## src/sv/plist_pkg.sv

```systemverilog
`timescale 1ns / 1ps
// ----------------------------------------------------------------------------
// plist_pkg: shared types and codes for the positional list
// Beat structs for both channels, command and status codes, and the cell
// control struct broadcast to the row of storage cells.
// ----------------------------------------------------------------------------
package plist_pkg;

  // command codes
  localparam logic [1:0] CMD_INSERT = 2'd0;
  localparam logic [1:0] CMD_DELETE = 2'd1;
  localparam logic [1:0] CMD_LOCATE = 2'd2;

  // status codes
  localparam logic [2:0] STAT_OK       = 3'd0;
  localparam logic [2:0] STAT_FULL     = 3'd1;
  localparam logic [2:0] STAT_BADPOS   = 3'd2;
  localparam logic [2:0] STAT_EMPTY    = 3'd3;
  localparam logic [2:0] STAT_NOTFOUND = 3'd4;

  // matches per scan step
  localparam int unsigned SCAN_CHUNK = 16;
  localparam int unsigned SCAN_OFF_W = 4;

  typedef struct packed {
    logic [1:0]         cmd;
    logic [6:0]         position;
    logic signed [31:0] item_value;
  } in_beat_t;

  typedef struct packed {
    logic [2:0] status;
    logic [6:0] found_position;
    logic [6:0] list_length;
  } out_beat_t;

  typedef enum logic [1:0] {
    OP_HOLD,
    OP_INSERT,
    OP_DELETE,
    OP_COMPARE
  } cell_op_e;

  typedef struct packed {
    cell_op_e           op;
    logic signed [31:0] value;
  } cell_ctrl_t;

  typedef enum logic {
    ST_IDLE,
    ST_SCAN
  } fsm_e;

endpackage

```

## src/sv/plist_cell.sv

```systemverilog
`timescale 1ns / 1ps
// ----------------------------------------------------------------------------
// plist_cell: one list entry in the cell row
// Holds one word; on insert takes its left neighbor or the new value, on
// delete takes its right neighbor, on locate registers an equality match.
// ----------------------------------------------------------------------------
module plist_cell #(
  parameter int unsigned IDX = 0,
  parameter int unsigned XW  = 8,
  parameter int unsigned CW  = 7
) (
  input  logic                  clk,
  input  logic                  rst,
  input  plist_pkg::cell_ctrl_t ctrl,
  input  logic [XW-1:0]         pos_idx,
  input  logic [CW-1:0]         count,
  input  logic signed [31:0]    left_data,
  input  logic signed [31:0]    right_data,
  output logic signed [31:0]    data,
  output logic                  match
);

  localparam logic [XW-1:0] MY_IDX = XW'(IDX);
  localparam logic [CW-1:0] MY_CNT = CW'(IDX);

  // entry word, shifted along the row
  always_ff @(posedge clk) begin
    unique case (ctrl.op)
      plist_pkg::OP_INSERT: begin
        if (MY_IDX > pos_idx) begin
          data <= left_data;
        end else if (MY_IDX == pos_idx) begin
          data <= ctrl.value;
        end
      end
      plist_pkg::OP_DELETE: begin
        if (MY_IDX >= pos_idx) begin
          data <= right_data;
        end
      end
      default: begin
      end
    endcase
  end

  // match flag, only for live entries
  always_ff @(posedge clk) begin
    if (rst) begin
      match <= 1'b0;
    end else if (ctrl.op == plist_pkg::OP_COMPARE) begin
      match <= (data == ctrl.value) && (MY_CNT < count);
    end
  end

endmodule

```

## config.mk

```make
export PLATFORM = sky130hd
export DESIGN_NAME = plist_cell
export DESIGN_NICKNAME = d
export VERILOG_FILES = /design/src/sv/plist_pkg.sv /design/src/sv/plist_cell.sv
export SDC_FILE = /design/constraint.sdc
export NUM_CORES = 1
export LEC_CHECK = 0
export ABC_AREA = 1
export BUFFER_PORTS_ARGS = -buffer_cell sky130_fd_sc_hd__buf_2
export CORE_ASPECT_RATIO = 1.1
export CORE_MARGIN = 10
export CORE_UTILIZATION = 25
export DETAILED_ROUTE_END_ITERATION = 8
export SLEW_MARGIN = 20
export SYNTH_ARGS = -nofsm -noshare
export SYNTH_HDL_FRONTEND = slang
export SYNTH_SLANG_ARGS = --single-unit
```

## constraint.sdc

```tcl
create_clock -name clk -period 4.31 [get_ports clk]
set_input_delay 0.431 -clock clk [delete_from_list [all_inputs] [get_ports clk]]
set_output_delay 0.431 -clock clk [all_outputs]
set_load 0.03 [all_outputs]
```

==> results by group, run 1 <==
Routing
  – Drt total wl: 6210 um
  – DR top layer: met4
  – # DRC: 0
  – Wire length on met3: 683 um
  – Routed length per instance: 13.1 um
  – Metal2 WL: 2790 um
  – M1 WL: 2720 um
  – Vias: 1932
  – Post-route ant nets: 0
  – Drt first pass iters: 4
  – Vias/cell: 4.07
  – Violation count after the first detailed-route iteration: 48

Worst setup path
  – Crit path arrival time: 1.63 ns
  – CP max stage cell: and3_2
  – Slowest stage delay, CP: 0.71 ns
  – Critical path class: in2reg
  – Startpoint types: input pin
  – Critical Path, Cell by Cell: buf_2 -> or2_2 -> nand2_1 -> and3_2
  – Critical path fanouts, max: 32
  – Crit path required time: 4.22 ns
  – CP endpoint kind: flop

Placed design
  – GPL Wtd Cong: 0.781
  – PortBufs: 115
  – Post-Place Worst Slack: 2.27 ns
  – Dpl hpwl: 4970 um

Clock tree
  – Buffer depth of the longest clock path: 2
  – Clock latency at the later pin of the worst-skew pair: 0.28 ns
  – CTS H-tree depth: 2
  – Clock sinks: 33
  – CTS clk-pin slew, worst paths: 0.07 ns
  – Post-CTS sizing: 0
  – CTS tree: yes
  – CTS Hold Buffers Added: 0
  – Post-CTS setup buffers: 0
  – CTS root buf: clkbuf_8
  – Num CTS Buffers: 5

Power
  – Static leakage: 1.46 nW
  – VDD IR-drop max: 160 uV
  – Total chip power: 681 uW
  – Pwr Density: 243 nW/um^2

Floorplan
  – IO Count: 148
  – Initial Utilization: 25.8%
  – Die W: 107 um
  – FP Rows: 34
  – Core area: 8000 um^2
  – Die height: 115 um
  – Die ar.: 12300 um^2

GRT
  – Vias in the first global route: 2132
  – Initial antenna violation count: 1
  – First-pass GRT wire length: 9870 um
  – Largest net degree at the start of global routing: 52
  – Gr usage total: 9.97%
  – Total gr overflow: 0

Timing
  – Setup Skew: 0.00460 ns
  – Slew HR: 47.3%
  – Crit share post-route: 39.9%
  – Worst Slack Setup Final: 2.59 ns
  – Setup TNS: 0 ns
  – RSZ-0062 raised after global routing: no
  – Final Max Slew Viols: 0
  – Fin. Hold Viols: 0
  – Max frequency: 582 MHz
  – Fin crit period: 1.72 ns
  – Endpoints failing setup: 0
  – Worst-margin pin slew: 0.791 ns

Synth
  – Flops & latches, synth: 33
  – Mapped Area: 2070 um^2
  – Synth Area per Inst: 8.30 um^2
  – Synth unique cells: 19
  – Mapped Cells: 249
  – Yosys Warn Count: 0
  – Register area share after synthesis: 47.5%
  – Syn Nets: 364

Cells and area
  – Area delta synth->final: 35.7%
  – Most frequent cells in the layout: buf_2 (115), nand2_1 (69), inv_1 (47), nor2_1 (37), edfxtp_1 (32)
  – Layout cell share with drive strength beyond 1: 37.2%
  – Commonest non-fill, non-tap cell in the layout: buf_2
  – Nets: 481

Run status
  – Status: finished clean

Min path
  – Worst hold path class: in2reg

Flow run
  – Max cap viols: 0
[cells in the mapped netlist]
library cell / count / share of area (%)
o21ai_0: 4 / 0.97
nor4_1: 2 / 0.61
a21oi_1: 21 / 5.1
o22ai_1: 2 / 0.61
xor2_1: 4 / 1.7
edfxtp_1: 32 / 47
nand3_1: 3 / 0.73
inv_1: 47 / 8.5
or2_1: 1 / 0.30
and3_1: 1 / 0.30
buf_6: 3 / 1.6
buf_12: 1 / 0.97
mux2_2: 3 / 1.6
dfxtp_1: 1 / 0.97
nor2_1: 37 / 6.7
mux2_4: 10 / 7.3
xnor2_1: 6 / 2.5
nand2_1: 69 / 13
clkbuf_1: 2 / 0.36
[area by class of cell]
class,count,area (um^2)
fill,874,5190
sequential,33,981
multi-input combinational,163,848
timing repair buffer,116,583
inverter,47,176
tap,108,135
clock buffer,6,72.6
clock inverter,1,3.75
antenna,1,2.50
[cell families (layout without fill, tap and decap cells)]
kind of cell | Yosys count | after routing | share of synthesized area, %
xor gates and xnor gates | 10 | 10 | 4.24
and+or+nand+nor | 113 | 113 | 21.2
DFF | 33 | 33 | 47.5
other | 0 | 1 | 0
AOI/OAI and AO/OA | 27 | 27 | 6.66
muxes | 13 | 13 | 8.90
buffers and inverters | 53 | 170 | 11.5
[state kept, by name, summed over array words and instances (netlist names)]
name / flops
data: 32
match: 1
[per-stage QoR]
| step | std cells | hold WS (ns) | util, % | instance area [um^2] |
|---|---|---|---|---|
| floorplan | 249 | 0.500 | - | 2070 |
| global placement | 467 | 0.448 | 34.1 | 2720 |
| detailed placement | 467 | 0.461 | 34.1 | 2720 |
| CTS | 474 | 0.289 | 35.0 | 2800 |
| global route | 474 | 0.299 | 35.0 | 2800 |
| finish | 475 | 0.303 | 35.0 | 2800 |
[path summary, 6_finish.rpt]
kind                           start                 end  slack [ns]  depth (start not counted)
setup / recovery            ctrl[32]  data[12]$_DFFE_PP_        2.59                          4
hold / removal                   rst  match$_SDFFE_PP0N_        0.30                          2
setup reg to reg  data[11]$_DFFE_PP_  match$_SDFFE_PP0N_        3.03                          7
hold reg to reg   match$_SDFFE_PP0N_  match$_SDFFE_PP0N_        0.47                          2
[report_power, final]
part           switching [mW]  internal, mW  leakage, nW  total, mW
clock                   0.112         0.109       0.0387      0.221
sequential           0.000381         0.355        0.300      0.355
combinational          0.0482        0.0568         1.12      0.105
total                   0.160         0.520         1.46      0.681
[layer usage]
layer	vias up	track usage, %
li1	1010	-
met1	836	11.1
met2	84	16.4
met3	2	5.37
met4	0	2.44
met5	-	0
[worst max-delay path, delay by kind of cell]
family,cells,cell delay (ns)
buffers and inverters,1,0.11
AND/OR/NAND/NOR,3,1.07
(Power assumes the default switching activity.)
==> run 2, diff against run 1 <==
--- a/config.mk
+++ b/config.mk
@@ -5,7 +5,7 @@
 export SDC_FILE = /design/constraint.sdc
 export NUM_CORES = 1
 export LEC_CHECK = 0
-export ABC_AREA = 1
+export ABC_AREA = 0
 export BUFFER_PORTS_ARGS = -buffer_cell sky130_fd_sc_hd__buf_2
 export CORE_ASPECT_RATIO = 1.1
 export CORE_MARGIN = 10
==> constraint.sdc (replaced) <==
create_clock -name clk -period 1.6 [get_ports clk]
set_input_delay 0.16 -clock clk [delete_from_list [all_inputs] [get_ports clk]]
set_output_delay 0.16 -clock clk [all_outputs]
set_load 0.03 [all_outputs]
==> run 2 against run 1 <==
Via count is 23% lower. Sequential power rose to 2.7 times the previous value. Power grew to 2.7 times the previous value. Count of clock-buffer cells in the layout rose by 2. Die area shrank 11%. Final cell count decreased by 30%. Critical endpoint is now match$_SDFFE_PP0N_. Largest power group unchanged. Highest routed layer unchanged.
==> results by group, run 2 <==
Run status
  – Status: finished clean

GRT
  – Largest net degree at the start of global routing: 20
  – Gr usage total: 9.30%
  – Total gr overflow: 0
  – Vias in the first global route: 1681
  – First-pass GRT wire length: 8090 um
  – Initial antenna violation count: 0

Clock tree
  – Buffer depth of the longest clock path: 2
  – CTS clk-pin slew, worst paths: 0.07 ns
  – Clock latency at the later pin of the worst-skew pair: 0.28 ns
  – Num CTS Buffers: 5
  – Clock sinks: 33
  – Post-CTS setup buffers: 0
  – CTS tree: yes
  – CTS H-tree depth: 2
  – CTS root buf: clkbuf_8

Power
  – Pwr Density: 697 nW/um^2
  – VDD IR-drop max: 345 uV
  – Total chip power: 1.81 mW
  – Static leakage: 1.07 nW

Floorplan
  – Die ar.: 10900 um^2
  – FP Rows: 32
  – Core area: 6970 um^2
  – Die height: 109 um
  – Initial Utilization: 25.6%
  – Die W: 101 um
  – IO Count: 148

Worst setup path
  – Critical path class: reg2reg
  – Critical path fanouts, max: 2
  – Startpoint types: flop
  – R2R Path End: match$_SDFFE_PP0N_
  – Reg-to-reg startpoint: data[5]$_DFFE_PP_
  – CP endpoint kind: flop
  – R2R setup slack: 0.18 ns
  – Crit path arrival time: 1.64 ns
  – Crit path required time: 1.82 ns
  – R2r worst-path depth: 6

Routing
  – # DRC: 0
  – Violation count after the first detailed-route iteration: 44
  – Drt first pass iters: 2
  – Post-route ant nets: 0
  – Vias: 1480
  – Routed length per instance: 15.8 um
  – Vias/cell: 4.44
  – Drt total wl: 5250 um

Cells and area
  – Area delta synth->final: 45.4%
  – Top reg by flops: data
  – Commonest non-fill, non-tap cell in the layout: buf_2
  – Ant diodes: 0
  – Most frequent cells in the layout: buf_2 (115), mux2_2 (32), edfxtp_1 (32), xor2_1 (16), xnor2_1 (16)
  – Layout cell share with drive strength beyond 1: 65.3%
  – Flip-flop count of the largest register after layout: 32
  – Top flop regs: data (32), match (1)
  – Nets: 362
  – Fillers: 736

Synth
  – Post-synth top area share: 53.8%
  – Mapped Area: 1790 um^2
  – Syn Nets: 239
  – Mapped Cells: 124
  – Fraction of registers with async set/reset: 0%
  – Synth Area per Inst: 14.4 um^2
  – Commonest cells post-synth: edfxtp_1 (32), mux2_2 (32), xnor2_1 (16), xor2_1 (16), nor4_1 (7)
  – Flops & latches, synth: 33
  – Register area share after synthesis: 54.9%
  – Yosys Warn Count: 0
  – EDFF count, synth: 32
  – Synth unique cells: 17
  – Area leader, netlist: edfxtp_1
  – Post-synth top flop: edfxtp_1
  – Area contributors post-synth: edfxtp_1 (54%), mux2_2 (20%), xnor2_1 (7.8%)

Min path
  – Hold Path End: match$_SDFFE_PP0N_
  – Worst hold path class: in2reg
  – Min-delay src: rst
  – Hold depth: 3

Timing
  – Crit share post-route: 88.5%
  – Slew HR: 76.0%
  – Setup TNS: 0 ns
  – Max frequency: 706 MHz
  – Fin crit period: 1.42 ns
  – Final Max Slew Viols: 0
  – RSZ-0062 raised after global routing: no
  – Setup Skew: 0.00587 ns
  – Endpoints failing setup: 0
  – Fin. Hold Viols: 0
  – Worst-margin pin slew: 0.357 ns

Flow run
  – Max cap viols: 0

Placed design
  – GPL Wtd Cong: 0.696
  – Dpl hpwl: 4480 um
  – PortBufs: 115
-- run 2: changes by cell type in the layout (fill, tap and decap cells not counted), sizes merged, moves of 6 or more --
cell / previous run / this run
xnor2: 6 / 16
nor2: 37 / 0
nor4: 2 / 8
inv: 47 / 0
nand2: 69 / 2
mux2: 13 / 32
xor2: 4 / 16
a21oi: 21 / 1
-- run 2: per-stage QoR --
stage | std cells | cell area, um^2 | utilization (%) | setup slack [ns] | hold slack [ns]
3_5_place_dp | 325 | 2510 | 36.1 | 0.120 | 0.446
5_1_grt | 333 | 2600 | 37.3 | 0.0148 | 0.161
4_1_cts | 333 | 2590 | 37.2 | 0.109 | 0.137
3_3_place_gp | 325 | 2510 | 36.1 | 0.186 | 0.444
6_report | 333 | 2600 | 37.3 | 0.183 | 0.152
2_1_floorplan | 124 | 1800 | - | 0.0157 | 0.335
-- run 2: area by class of cell --
type	instances	area [um^2]	area share (%)
Clock buffer	8	80.1	3.08
Timing Repair Buffer	120	626	24.1
Multi-Input combinational cell	87	806	31.0
Tap cell	85	106	4.09
Sequential cell	33	981	37.7
-- run 2: cells by family after synthesis --
family	count (synthesis)	synth area share, %
flip-flops	33	54.9
XOR/XNOR	32	15.7
multiplexers	32	20.2
AND/OR/NAND/NOR	21	7.56
buffers and inverters	4	1.12
AO/OA/AOI/OAI	2	0.560
-- run 2: worst max-delay path by stage --
stage,depth (start not counted),endpoint,slack (ns),from
2_1_floorplan,4,data[0]$_DFFE_PP_,0.02,ctrl[32]
3_3_place_gp,6,match$_SDFFE_PP0N_,0.19,data[5]$_DFFE_PP_
3_5_place_dp,6,match$_SDFFE_PP0N_,0.12,data[5]$_DFFE_PP_
4_1_cts,6,match$_SDFFE_PP0N_,0.11,data[5]$_DFFE_PP_
5_1_grt,6,match$_SDFFE_PP0N_,0.01,data[20]$_DFFE_PP_
6_report,6,match$_SDFFE_PP0N_,0.18,data[5]$_DFFE_PP_
-- run 2: critical path, stage by stage (launching register included) --
cell and delay, ns:
edfxtp_1 0.41, xnor2_1 0.16, nand4_1 0.16, nor4_2 0.30
buf_4 0.15, nand3_1 0.07, o21ai_1 0.13
-- run 2: layer usage --
layer  share of wire, %  track usage [%]
met4                1.1             2.73
met1                 36             8.82
met3                 12             5.70
met5                  0                0
met2                 52             16.4
-- run 2: timing repair --
| action | 4_1_cts | 5_1_grt |
|---|---|---|
| setup endpoints to repair | 0 | 1 |
| gates resized for setup | 0 | 1 |
| hold buffers | 0 | 0 |
-- run 2: power by group --
group | internal, mW | switching, mW
logic | 0.160 | 0.0982
registers | 0.955 | 0.000985
clock network | 0.309 | 0.288
